**src/ofr_pkg.sv**
```systemverilog
// Shared types, codes and helpers for the ordered fragment reassembler.
// No dependencies.
package ofr_pkg;

    localparam int DEF_QUEUE_DEPTH        = 64;
    localparam int DEF_MAX_FRAGMENT_BYTES = 1024;
    localparam int DEF_BUFFER_SLOTS       = 256;
    localparam int RESULT_CAP             = 64;
    localparam int RES_CNT_W              = 8;

    localparam logic OP_ARRIVE  = 1'b0;
    localparam logic OP_PROCESS = 1'b1;

    localparam logic [1:0] FK_FULL   = 2'd0;
    localparam logic [1:0] FK_FIRST  = 2'd1;
    localparam logic [1:0] FK_MIDDLE = 2'd2;
    localparam logic [1:0] FK_LAST   = 2'd3;

    localparam logic [1:0] RK_STATUS = 2'd0;
    localparam logic [1:0] RK_PACKET = 2'd1;
    localparam logic [1:0] RK_NONE   = 2'd2;

    localparam logic [1:0] ST_ACCEPTED  = 2'd0;
    localparam logic [1:0] ST_STALE     = 2'd1;
    localparam logic [1:0] ST_DUPLICATE = 2'd2;
    localparam logic [1:0] ST_FULL      = 2'd3;

    typedef struct packed {
        logic [15:0] id;
        logic [1:0]  kind;
        logic [7:0]  handle;
        logic [10:0] length;
    } entry_t;

    typedef struct packed {
        logic [1:0]  kind;
        logic [1:0]  status;
        logic [15:0] id;
        logic [7:0]  handle;
        logic [10:0] length;
        logic        msg_start;
        logic        msg_end;
    } result_t;

    // a newer than b across 16-bit wraparound; half-range distance only counts when a > b
    function automatic logic seq_newer(logic [15:0] a, logic [15:0] b);
        logic [15:0] d;
        begin
            d = a - b;
            seq_newer = (d != 16'd0) && ((d < 16'd32768) || ((d == 16'd32768) && (a > b)));
        end
    endfunction

endpackage

```
**src/ordered_fragment_reassembler_core.sv**
```systemverilog
// Top level of the ordered fragment reassembler: descriptor queue in a circular
// memory, sequencer for ordered insert and delivery scan, registered result port.
// Depends on ofr_pkg.
//
// Usage:
//   s_* carries one transaction per request. s_tuser selects arrival (0) or process
//   request (1); s_tdata carries the descriptor. s_tready is high only while the
//   sequencer is idle, so one request is worked on at a time.
//   m_* returns results. An arrival yields one status transaction. A process
//   request yields the delivered packets in queue order, or one "nothing found"
//   transaction; m_tlast marks the final transaction of each request.
//   An arrival compares queue entries to find the insert point and moves the
//   later entries up one place before it writes the new one. A process
//   request visits queue positions in order, checks the further fragments of
//   each run and delivers the packets of each complete run. The sequencer
//   returns to idle after each request before the next is accepted.
//   A stalled receiver holds the output register; the sequencer then waits and
//   no transaction is lost. Reset empties the queue, clears the overflow flag
//   and sets the last delivered id to 65535; memory contents are not cleared.
module ordered_fragment_reassembler_core #(
    parameter int QUEUE_DEPTH        = ofr_pkg::DEF_QUEUE_DEPTH,
    parameter int MAX_FRAGMENT_BYTES = ofr_pkg::DEF_MAX_FRAGMENT_BYTES,
    parameter int BUFFER_SLOTS       = ofr_pkg::DEF_BUFFER_SLOTS
) (
    input  logic        clk,
    input  logic        rst_n,
    input  logic        s_tvalid,
    output logic        s_tready,
    input  logic [39:0] s_tdata,   // incoming_id, incoming_kind, incoming_handle, incoming_length
    input  logic        s_tuser,   // op
    output logic        m_tvalid,
    input  logic        m_tready,
    output logic [39:0] m_tdata,   // arrival_status, out_id, out_handle, out_length,
                                   // message_start, message_end
    output logic [1:0]  m_tuser,   // result_kind
    output logic        m_tlast    // run_last
);
    import ofr_pkg::*;

    localparam int AW   = (QUEUE_DEPTH > 2) ? $clog2(QUEUE_DEPTH) : 1;
    localparam int CW   = $clog2(QUEUE_DEPTH + 1);
    localparam int PHYS = 1 << AW;

    typedef enum logic [14:0] {
        S_IDLE     = 15'b000000000000001,
        A_START    = 15'b000000000000010,
        A_LASTCHK  = 15'b000000000000100,
        A_SCAN     = 15'b000000000001000,
        A_FULLCHK  = 15'b000000000010000,
        A_SHIFT    = 15'b000000000100000,
        A_INSERT   = 15'b000000001000000,
        A_RESULT   = 15'b000000010000000,
        P_START    = 15'b000000100000000,
        P_NEXT     = 15'b000001000000000,
        P_HEAD     = 15'b000010000000000,
        P_RUN      = 15'b000100000000000,
        P_EMIT_RD  = 15'b001000000000000,
        P_EMIT     = 15'b010000000000000,
        P_FINISH   = 15'b100000000000000
    } state_t;

    entry_t mem [PHYS];
    entry_t rdata_reg;

    state_t state_reg, state_next;
    entry_t in_reg, in_next;
    logic   op_reg, op_next;
    logic [CW-1:0] count_reg, count_next;
    logic [AW-1:0] head_reg, head_next;
    logic [15:0]   last_id_reg, last_id_next;
    logic          ovf_reg, ovf_next;
    logic [CW-1:0] i_reg, i_next, j_reg, j_next, k_reg, k_next;
    logic [CW-1:0] s_reg, s_next, t_reg, t_next, pos_reg, pos_next;
    logic [CW-1:0] lastidx_reg, lastidx_next;
    logic [15:0]   expect_reg, expect_next, cand_reg, cand_next;
    logic [RES_CNT_W-1:0] n_reg, n_next;
    logic          any_reg, any_next;
    logic [1:0]    status_reg, status_next;
    result_t       hold_reg, hold_next;
    logic          hold_valid_reg, hold_valid_next;
    result_t       m_res_reg, m_res_next;
    logic          m_valid_reg, m_valid_next, m_last_reg, m_last_next;

    logic [AW-1:0] raddr, waddr;
    logic          wen;
    entry_t        wdata;
    logic          out_free;

    function automatic logic [AW-1:0] phys(logic [CW-1:0] li);
        return head_reg + li[AW-1:0];
    endfunction

    // handle modulo slot count by shifted compare and subtract
    function automatic logic [7:0] slot_of(logic [7:0] h);
        logic [7:0] x;
        x = h;
        for (int sh = 7; sh >= 0; sh--)
        begin
            if (32'(x) >= (BUFFER_SLOTS << sh))
            begin
                x = x - 8'(BUFFER_SLOTS << sh);
            end
        end
        return x;
    endfunction

    always_ff @(posedge clk)
    begin
        if (wen)
        begin
            mem[waddr] <= wdata;
        end
        rdata_reg <= mem[raddr];
    end

    assign out_free = !m_valid_reg || m_tready;
    assign s_tready = (state_reg == S_IDLE);
    assign m_tvalid = m_valid_reg;
    assign m_tuser  = m_res_reg.kind;
    assign m_tlast  = m_last_reg;
    assign m_tdata  = {1'b0, m_res_reg.msg_end, m_res_reg.msg_start, m_res_reg.length,
                       m_res_reg.handle, m_res_reg.id, m_res_reg.status};

    always_comb
    begin
        result_t r;
        logic [RES_CNT_W-1:0] need;
        r = '0;
        need = '0;
        state_next      = state_reg;
        in_next         = in_reg;
        op_next         = op_reg;
        count_next      = count_reg;
        head_next       = head_reg;
        last_id_next    = last_id_reg;
        ovf_next        = ovf_reg;
        i_next          = i_reg;
        j_next          = j_reg;
        k_next          = k_reg;
        s_next          = s_reg;
        t_next          = t_reg;
        pos_next        = pos_reg;
        lastidx_next    = lastidx_reg;
        expect_next     = expect_reg;
        cand_next       = cand_reg;
        n_next          = n_reg;
        any_next        = any_reg;
        status_next     = status_reg;
        hold_next       = hold_reg;
        hold_valid_next = hold_valid_reg;
        m_res_next      = m_res_reg;
        m_last_next     = m_last_reg;
        m_valid_next    = m_tready ? 1'b0 : m_valid_reg;
        raddr           = phys(i_reg);
        waddr           = phys(j_reg);
        wdata           = rdata_reg;
        wen             = 1'b0;

        unique case (state_reg)
            S_IDLE:
            begin
                if (s_tvalid)
                begin
                    op_next        = s_tuser;
                    in_next.id     = s_tdata[15:0];
                    in_next.kind   = s_tdata[17:16];
                    in_next.handle = slot_of(s_tdata[25:18]);
                    in_next.length = (32'(s_tdata[36:26]) > MAX_FRAGMENT_BYTES)
                                   ? 11'(MAX_FRAGMENT_BYTES) : s_tdata[36:26];
                    state_next     = (s_tuser == OP_PROCESS) ? P_START : A_START;
                end
            end
            A_START:
            begin
                raddr = phys(CW'(count_reg - 1'b1));
                if (!seq_newer(in_reg.id, last_id_reg))
                begin
                    status_next = ST_STALE;
                    state_next  = A_RESULT;
                end
                else if (count_reg == '0)
                begin
                    pos_next   = '0;
                    state_next = A_FULLCHK;
                end
                else
                begin
                    state_next = A_LASTCHK;
                end
            end
            A_LASTCHK:
            begin
                raddr = phys('0);
                if (seq_newer(in_reg.id, rdata_reg.id))
                begin
                    pos_next   = count_reg;
                    state_next = A_FULLCHK;
                end
                else
                begin
                    i_next     = '0;
                    state_next = A_SCAN;
                end
            end
            A_SCAN:
            begin
                raddr = phys(CW'(i_reg + 1'b1));
                if (rdata_reg.id == in_reg.id)
                begin
                    status_next = ST_DUPLICATE;
                    state_next  = A_RESULT;
                end
                else if (seq_newer(rdata_reg.id, in_reg.id))
                begin
                    pos_next   = i_reg;
                    state_next = A_FULLCHK;
                end
                else if (CW'(i_reg + 1'b1) >= count_reg)
                begin
                    pos_next   = count_reg;
                    state_next = A_FULLCHK;
                end
                else
                begin
                    i_next = CW'(i_reg + 1'b1);
                end
            end
            A_FULLCHK:
            begin
                raddr = phys(CW'(count_reg - 1'b1));
                if (32'(count_reg) >= QUEUE_DEPTH)
                begin
                    ovf_next    = 1'b1;
                    status_next = ST_FULL;
                    state_next  = A_RESULT;
                end
                else if (pos_reg == count_reg)
                begin
                    state_next = A_INSERT;
                end
                else
                begin
                    j_next     = count_reg;
                    state_next = A_SHIFT;
                end
            end
            A_SHIFT:
            begin
                wen   = 1'b1;
                waddr = phys(j_reg);
                raddr = phys(CW'(j_reg - 2'd2));
                if (CW'(j_reg - 1'b1) == pos_reg)
                begin
                    state_next = A_INSERT;
                end
                else
                begin
                    j_next = CW'(j_reg - 1'b1);
                end
            end
            A_INSERT:
            begin
                wen         = 1'b1;
                waddr       = phys(pos_reg);
                wdata       = in_reg;
                count_next  = CW'(count_reg + 1'b1);
                status_next = ST_ACCEPTED;
                state_next  = A_RESULT;
            end
            A_RESULT:
            begin
                if (out_free)
                begin
                    r.kind       = RK_STATUS;
                    r.status     = status_reg;
                    m_res_next   = r;
                    m_last_next  = 1'b1;
                    m_valid_next = 1'b1;
                    state_next   = S_IDLE;
                end
            end
            P_START:
            begin
                if (ovf_reg)
                begin
                    count_next = '0;
                    ovf_next   = 1'b0;
                end
                i_next          = '0;
                n_next          = '0;
                any_next        = 1'b0;
                hold_valid_next = 1'b0;
                state_next      = P_NEXT;
            end
            P_NEXT:
            begin
                raddr      = phys(i_reg);
                state_next = (i_reg >= count_reg) ? P_FINISH : P_HEAD;
            end
            P_HEAD:
            begin
                raddr = phys(i_reg);
                case (rdata_reg.kind)
                    FK_FULL:
                    begin
                        if (32'(n_reg) >= RESULT_CAP)
                        begin
                            state_next = P_FINISH;
                        end
                        else
                        begin
                            s_next     = i_reg;
                            t_next     = i_reg;
                            k_next     = i_reg;
                            state_next = P_EMIT;
                        end
                    end
                    FK_FIRST:
                    begin
                        expect_next = rdata_reg.id + 16'd1;
                        j_next      = CW'(i_reg + 1'b1);
                        raddr       = phys(CW'(i_reg + 1'b1));
                        if (CW'(i_reg + 1'b1) >= count_reg)
                        begin
                            i_next     = CW'(i_reg + 1'b1);
                            state_next = P_NEXT;
                        end
                        else
                        begin
                            state_next = P_RUN;
                        end
                    end
                    default:
                    begin
                        i_next     = CW'(i_reg + 1'b1);
                        state_next = P_NEXT;
                    end
                endcase
            end
            P_RUN:
            begin
                raddr = phys(CW'(j_reg + 1'b1));
                need  = n_reg + RES_CNT_W'(j_reg - i_reg) + 1'b1;
                if (rdata_reg.id != expect_reg)
                begin
                    i_next     = j_reg;
                    state_next = P_NEXT;
                end
                else if (rdata_reg.kind == FK_LAST)
                begin
                    if (32'(need) > RESULT_CAP)
                    begin
                        state_next = P_FINISH;
                    end
                    else
                    begin
                        s_next     = i_reg;
                        t_next     = j_reg;
                        k_next     = i_reg;
                        state_next = P_EMIT_RD;
                    end
                end
                else if (rdata_reg.kind != FK_MIDDLE)
                begin
                    i_next     = j_reg;
                    state_next = P_NEXT;
                end
                else if (CW'(j_reg + 1'b1) >= count_reg)
                begin
                    i_next     = CW'(j_reg + 1'b1);
                    state_next = P_NEXT;
                end
                else
                begin
                    j_next      = CW'(j_reg + 1'b1);
                    expect_next = expect_reg + 16'd1;
                end
            end
            P_EMIT_RD:
            begin
                raddr      = phys(k_reg);
                state_next = P_EMIT;
            end
            P_EMIT:
            begin
                raddr = phys(k_reg);
                if (!hold_valid_reg || out_free)
                begin
                    if (hold_valid_reg)
                    begin
                        m_res_next   = hold_reg;
                        m_last_next  = 1'b0;
                        m_valid_next = 1'b1;
                    end
                    r.kind          = RK_PACKET;
                    r.id            = rdata_reg.id;
                    r.handle        = rdata_reg.handle;
                    r.length        = rdata_reg.length;
                    r.msg_start     = (k_reg == s_reg);
                    r.msg_end       = (k_reg == t_reg);
                    hold_next       = r;
                    hold_valid_next = 1'b1;
                    n_next          = n_reg + 1'b1;
                    lastidx_next    = k_reg;
                    cand_next       = rdata_reg.id;
                    any_next        = 1'b1;
                    if (k_reg == t_reg)
                    begin
                        i_next     = CW'(t_reg + 1'b1);
                        state_next = P_NEXT;
                    end
                    else
                    begin
                        k_next = CW'(k_reg + 1'b1);
                        raddr  = phys(CW'(k_reg + 1'b1));
                    end
                end
            end
            P_FINISH:
            begin
                if (out_free)
                begin
                    if (any_reg)
                    begin
                        m_res_next      = hold_reg;
                        last_id_next    = cand_reg;
                        head_next       = head_reg + AW'(lastidx_reg + 1'b1);
                        count_next      = CW'(count_reg - lastidx_reg - 1'b1);
                        hold_valid_next = 1'b0;
                    end
                    else
                    begin
                        r.kind     = RK_NONE;
                        m_res_next = r;
                    end
                    m_last_next  = 1'b1;
                    m_valid_next = 1'b1;
                    state_next   = S_IDLE;
                end
            end
            default:
            begin
                state_next = S_IDLE;
            end
        endcase
    end

    always_ff @(posedge clk or negedge rst_n)
    begin
        if (!rst_n)
        begin
            state_reg      <= S_IDLE;
            count_reg      <= '0;
            head_reg       <= '0;
            last_id_reg    <= 16'hFFFF;
            ovf_reg        <= 1'b0;
            hold_valid_reg <= 1'b0;
            m_valid_reg    <= 1'b0;
            any_reg        <= 1'b0;
            n_reg          <= '0;
        end
        else
        begin
            state_reg      <= state_next;
            count_reg      <= count_next;
            head_reg       <= head_next;
            last_id_reg    <= last_id_next;
            ovf_reg        <= ovf_next;
            hold_valid_reg <= hold_valid_next;
            m_valid_reg    <= m_valid_next;
            any_reg        <= any_next;
            n_reg          <= n_next;
        end
    end

    always_ff @(posedge clk)
    begin
        in_reg      <= in_next;
        op_reg      <= op_next;
        i_reg       <= i_next;
        j_reg       <= j_next;
        k_reg       <= k_next;
        s_reg       <= s_next;
        t_reg       <= t_next;
        pos_reg     <= pos_next;
        lastidx_reg <= lastidx_next;
        expect_reg  <= expect_next;
        cand_reg    <= cand_next;
        status_reg  <= status_next;
        hold_reg    <= hold_next;
        m_res_reg   <= m_res_next;
        m_last_reg  <= m_last_next;
    end

    a_count_bound: assert property (@(posedge clk) disable iff (!rst_n)
        32'(count_reg) <= QUEUE_DEPTH)
        else $error("queue count above depth");

    a_result_cap: assert property (@(posedge clk) disable iff (!rst_n)
        32'(n_reg) <= RESULT_CAP)
        else $error("result count above cap");

    a_flush_clears: assert property (@(posedge clk) disable iff (!rst_n)
        (state_reg == P_START) |=> !ovf_reg)
        else $error("overflow flag survived process start");

    a_write_states: assert property (@(posedge clk) disable iff (!rst_n)
        wen |-> (op_reg == OP_ARRIVE && (state_reg == A_SHIFT || state_reg == A_INSERT)))
        else $error("memory written outside insert");

    a_idle_no_hold: assert property (@(posedge clk) disable iff (!rst_n)
        (state_reg == S_IDLE) |-> !hold_valid_reg)
        else $error("pending result left at idle");

endmodule
```
**config.mk**
```make
export PLATFORM = sky130hd
export DESIGN_NAME = ordered_fragment_reassembler_core
export DESIGN_NICKNAME = d
export VERILOG_FILES = /design/src/ofr_pkg.sv /design/src/ordered_fragment_reassembler_core.sv
export SDC_FILE = /design/constraint.sdc
export NUM_CORES = 2
export LEC_CHECK = 0
export BUFFER_PORTS_ARGS = -buffer_cell sky130_fd_sc_hd__buf_2
export CORE_MARGIN = 2
export CORE_UTILIZATION = 45
export CTS_CLUSTER_DIAMETER = 40
export DETAILED_ROUTE_END_ITERATION = 12
export PLACE_DENSITY = 0.58
export SETUP_SLACK_MARGIN = 0.05
export SYNTH_ARGS = -nofsm -noshare
export SYNTH_HDL_FRONTEND = slang
export SYNTH_SLANG_ARGS = --single-unit
```
**constraint.sdc**
```tcl
create_clock -name clk -period 8.3 [get_ports clk]
set_input_delay 0 -clock clk [delete_from_list [all_inputs] [get_ports clk]]
set_output_delay 0 -clock clk [all_outputs]
set_load 0.05 [all_outputs]
```
==> out/qor.yml <==
synth.area.mux_share_pct: 0.6515
status: "completed"
io_buffer_count: 85
critPathMaxFanout: 13
crit_arrival_ns: 7.55
end_kind: "register"
dpl.hpwl_um: 193200
synth_compound_area_share_pct: 5.860
drive_above_1_share_pct: 12.26
gp_congestion: 0.9467
vias: 74810
tightestPinTransition_ns: 1.417
whs_ns: 0.1124
ant_nets: 0
synth-seq-cells: 2644
synth_top_area_share_pct: 68.89
ios: 90
ir_drop_uv: 513.0
yosysWarnings: 0
synth_fa_ha_area_share_pct: 1.949
cts_sinks: 2644
max_stage_delay_ns: 0.88
core_mm2: 0.2457
largest_register_ffs: 2368
seq_area_frac_synth_pct: 70.84
ys_top_cells_by_count: "nand2_1, edfxtp_1, nand3_1, a21oi_1, clkbuf_1"
finalMaxSlewViolations: 0
grt_remaining_overflow: 0
yosys-top-cells-area: "edfxtp_1, nand2_1, nand3_1"
drt-initial-drc-count: 9731
rsz0062_at_grt: "no"
die_h_um: 501.1
cts_buffer_depth: 4
insertion_delay_ns: 0.97
synth.distinct_cells: 97
critPathRequiredTime_ns: 9.20
dp_slack_ns: 1.627
reg2reg_from: "head_reg[1]"
fin_crit_sh_pct: 80.10
nets: 9504
reg2reg_depth: 17
final_hold_viol_count: 0
htreeDepth: 5
grt_pass1_wl_um: 491800
via_per_inst: 5.819
synth_ff_type: "edfxtp_1"
antenna_found_initial: 33
top_register: "mem"
dieArea_mm2: 0.2511
fin_ws_ns: 1.652
min_period_ns: 6.648
cp.depth: 17
pwr_density_cell_mw_per_mm2: 410.1
synth_area_mm2: 0.1112
p_leak_nw: 46.49
die_x_um: 501.1
fin_setup_tns_ns: 0
critPathSlowestCell: "nor4_1"
synth_edf_count: 2551
postSynthAreaPerCell_um2: 12.33
drc: 0
startpoint_type: "register"
routed_wirelength_um: 339900
synth_top_family_by_area: "simple AND/OR/NAND/NOR gates"
synth.largest_area_cell: "edfxtp_1"
numCtsBuffers: 398
maxCapViolCount: 0
min_from: "m_tready"
cp_num_buf_inv: 4
yosysMostFrequentCell: "nand2_1"
synth_cells: 9018
fin_worst_skew_ns: 0.06947
slew_headroom_pct: 4.680
path_class: "reg -> reg"
setup_violations: 0
core.rowCount: 182
syn-num-nets: 9226
cts_tree: "yes"
yosys.area_share.simple_pct: 16.81
hold_depth: 4
worstPathCellList: "inv_1 -> ha_1 -> inv_1 -> ha_1 -> fa_1 -> xor2_1 -> a32oi_1 -> o21ai_0 -> a2111oi_1 -> a22oi_2 -> nand4_1 -> buf_4 -> a21oi_1 -> a2111o_1 -> nor4_1 -> buf_4 -> and3_1"
cts_resized: 0
synthXorXnorAreaFrac_pct: 1.323
grt.total_usage_pct: 26.70
syn_to_final_growth_pct: 17.71
fmax_mhz: 150.4
startpoint: "head_reg[1]"
drt_pass1_iterations: 6
wl_per_cell_um: 26.44
start_util_pct: 45.25
clockRootBuffer: "clkbuf_16"
grt_pass1_vias: 71440
clk_pin_slew_ns: 0.05
hold_class: "in -> reg"
grt_max_degree: 157
synth-async-reset-ratio_pct: 2.118
cp_top_family: "compound AO/OA/AOI/OAI gates"
[routing by layer]
| metal | routed length, um | vias to the layer above | track usage (%) |
|---|---|---|---|
| li1 | - | 33330 | - |
| met1 | 145600 | 37530 | 38.43 |
| met2 | 153600 | 3389 | 41.11 |
| met3 | 28940 | 552 | 4.378 |
| met4 | 11760 | 10 | 9.297 |
| met5 | 83 | - | 0 |
[worst reg2reg max path, stage by stage, from the launching register on]
cell       delay (ns)
dfrtp_1          0.81
inv_1            0.45
ha_1             0.41
inv_1            0.04
ha_1             0.23
fa_1             0.47
xor2_1           0.20
a32oi_1          0.20
o21ai_0          0.10
a2111oi_1        0.57
a22oi_2          0.26
nand4_1          0.62
buf_4            0.36
a21oi_1          0.08
a2111o_1         0.49
nor4_1           0.88
buf_4            0.25
and3_1           0.16
[final timing paths]
| kind | end | slack (ns) |
|---|---|---|
| max in group asynchronous | state_reg[14] | 7.44 |
| min | m_tlast | 0.11 |
| max reg2reg | rdata_reg[14] | 1.65 |
| min reg2reg | ovf_reg | 0.50 |
| min in group asynchronous | count_reg[6] | 0.27 |
| max | rdata_reg[14] | 1.65 |
[cell families (layout without fill, tap and decap cells)]
| logic type | after synthesis | count (layout) |
|---|---|---|
| mux | 67 | 67 |
| compound gates | 1017 | 1017 |
| xor+xnor | 168 | 168 |
| simple gates | 4289 | 4289 |
| buf+inv | 669 | 1265 |
| fa+ha+maj | 163 | 163 |
| other cells | 1 | 24 |
| flops | 2644 | 2644 |
[area by class of cell]
class,instances,area [um^2]
tap,3220,4029
timing repair buffer,398,3346
clock buffer,442,10310
clock inverter,276,3304
fill,20310,114800
inverter,149,559.3
multi-input combinational,5705,30500
antenna,23,57.56
sequential,2644,78770
[placed cells by master, fill, tap and decap left out, types with 68 or more instances in the layout]
| cell type | Yosys | routed |
|---|---|---|
| a21boi_0 | 104 | 104 |
| a21oi_1 | 424 | 423 |
| a31oi_1 | 81 | 81 |
| and3_1 | 134 | 134 |
| buf_2 | 220 | 85 |
| buf_4 | 3 | 201 |
| clkbuf_16 | 0 | 405 |
| dlygate4sd3_1 | 0 | 83 |
| edfxtp_1 | 2551 | 2551 |
| ha_1 | 146 | 146 |
| inv_1 | 146 | 146 |
| nand2_1 | 2587 | 2582 |
| nand3_1 | 1103 | 1103 |
| nor2_1 | 154 | 88 |
| nor2b_1 | 68 | 68 |
| nor4_1 | 93 | 73 |
| o21ai_0 | 100 | 84 |
| xnor2_1 | 103 | 103 |
[report_power, final]
group	total (W)	internal [W]	switching [W]
registers	0.0174	0.0168	0.000521
clock network	0.0170	0.0108	0.00621
logic	0.0193	0.00504	0.0142
total	0.0537	0.0327	0.0210
[repair_timing]
item | in CTS | in global routing
hold buffers | 83 | 0
setup buffers | 0 | 0
hold endpoints to repair | 136 | 0
[stage by stage]
stage,area [um^2],power [W],util (%),std cells
6_report,130900,0.05368,53.27,12860
5_1_grt,130900,0.05587,53.26,12850
4_1_cts,130800,0.05372,53.24,12830
3_5_place_dp,116400,0.03662,47.36,12030
3_3_place_gp,116400,0.03637,47.36,12030
2_1_floorplan,111200,0.02870,-,9018
Note: power is estimated with default switching activity, not from simulation.
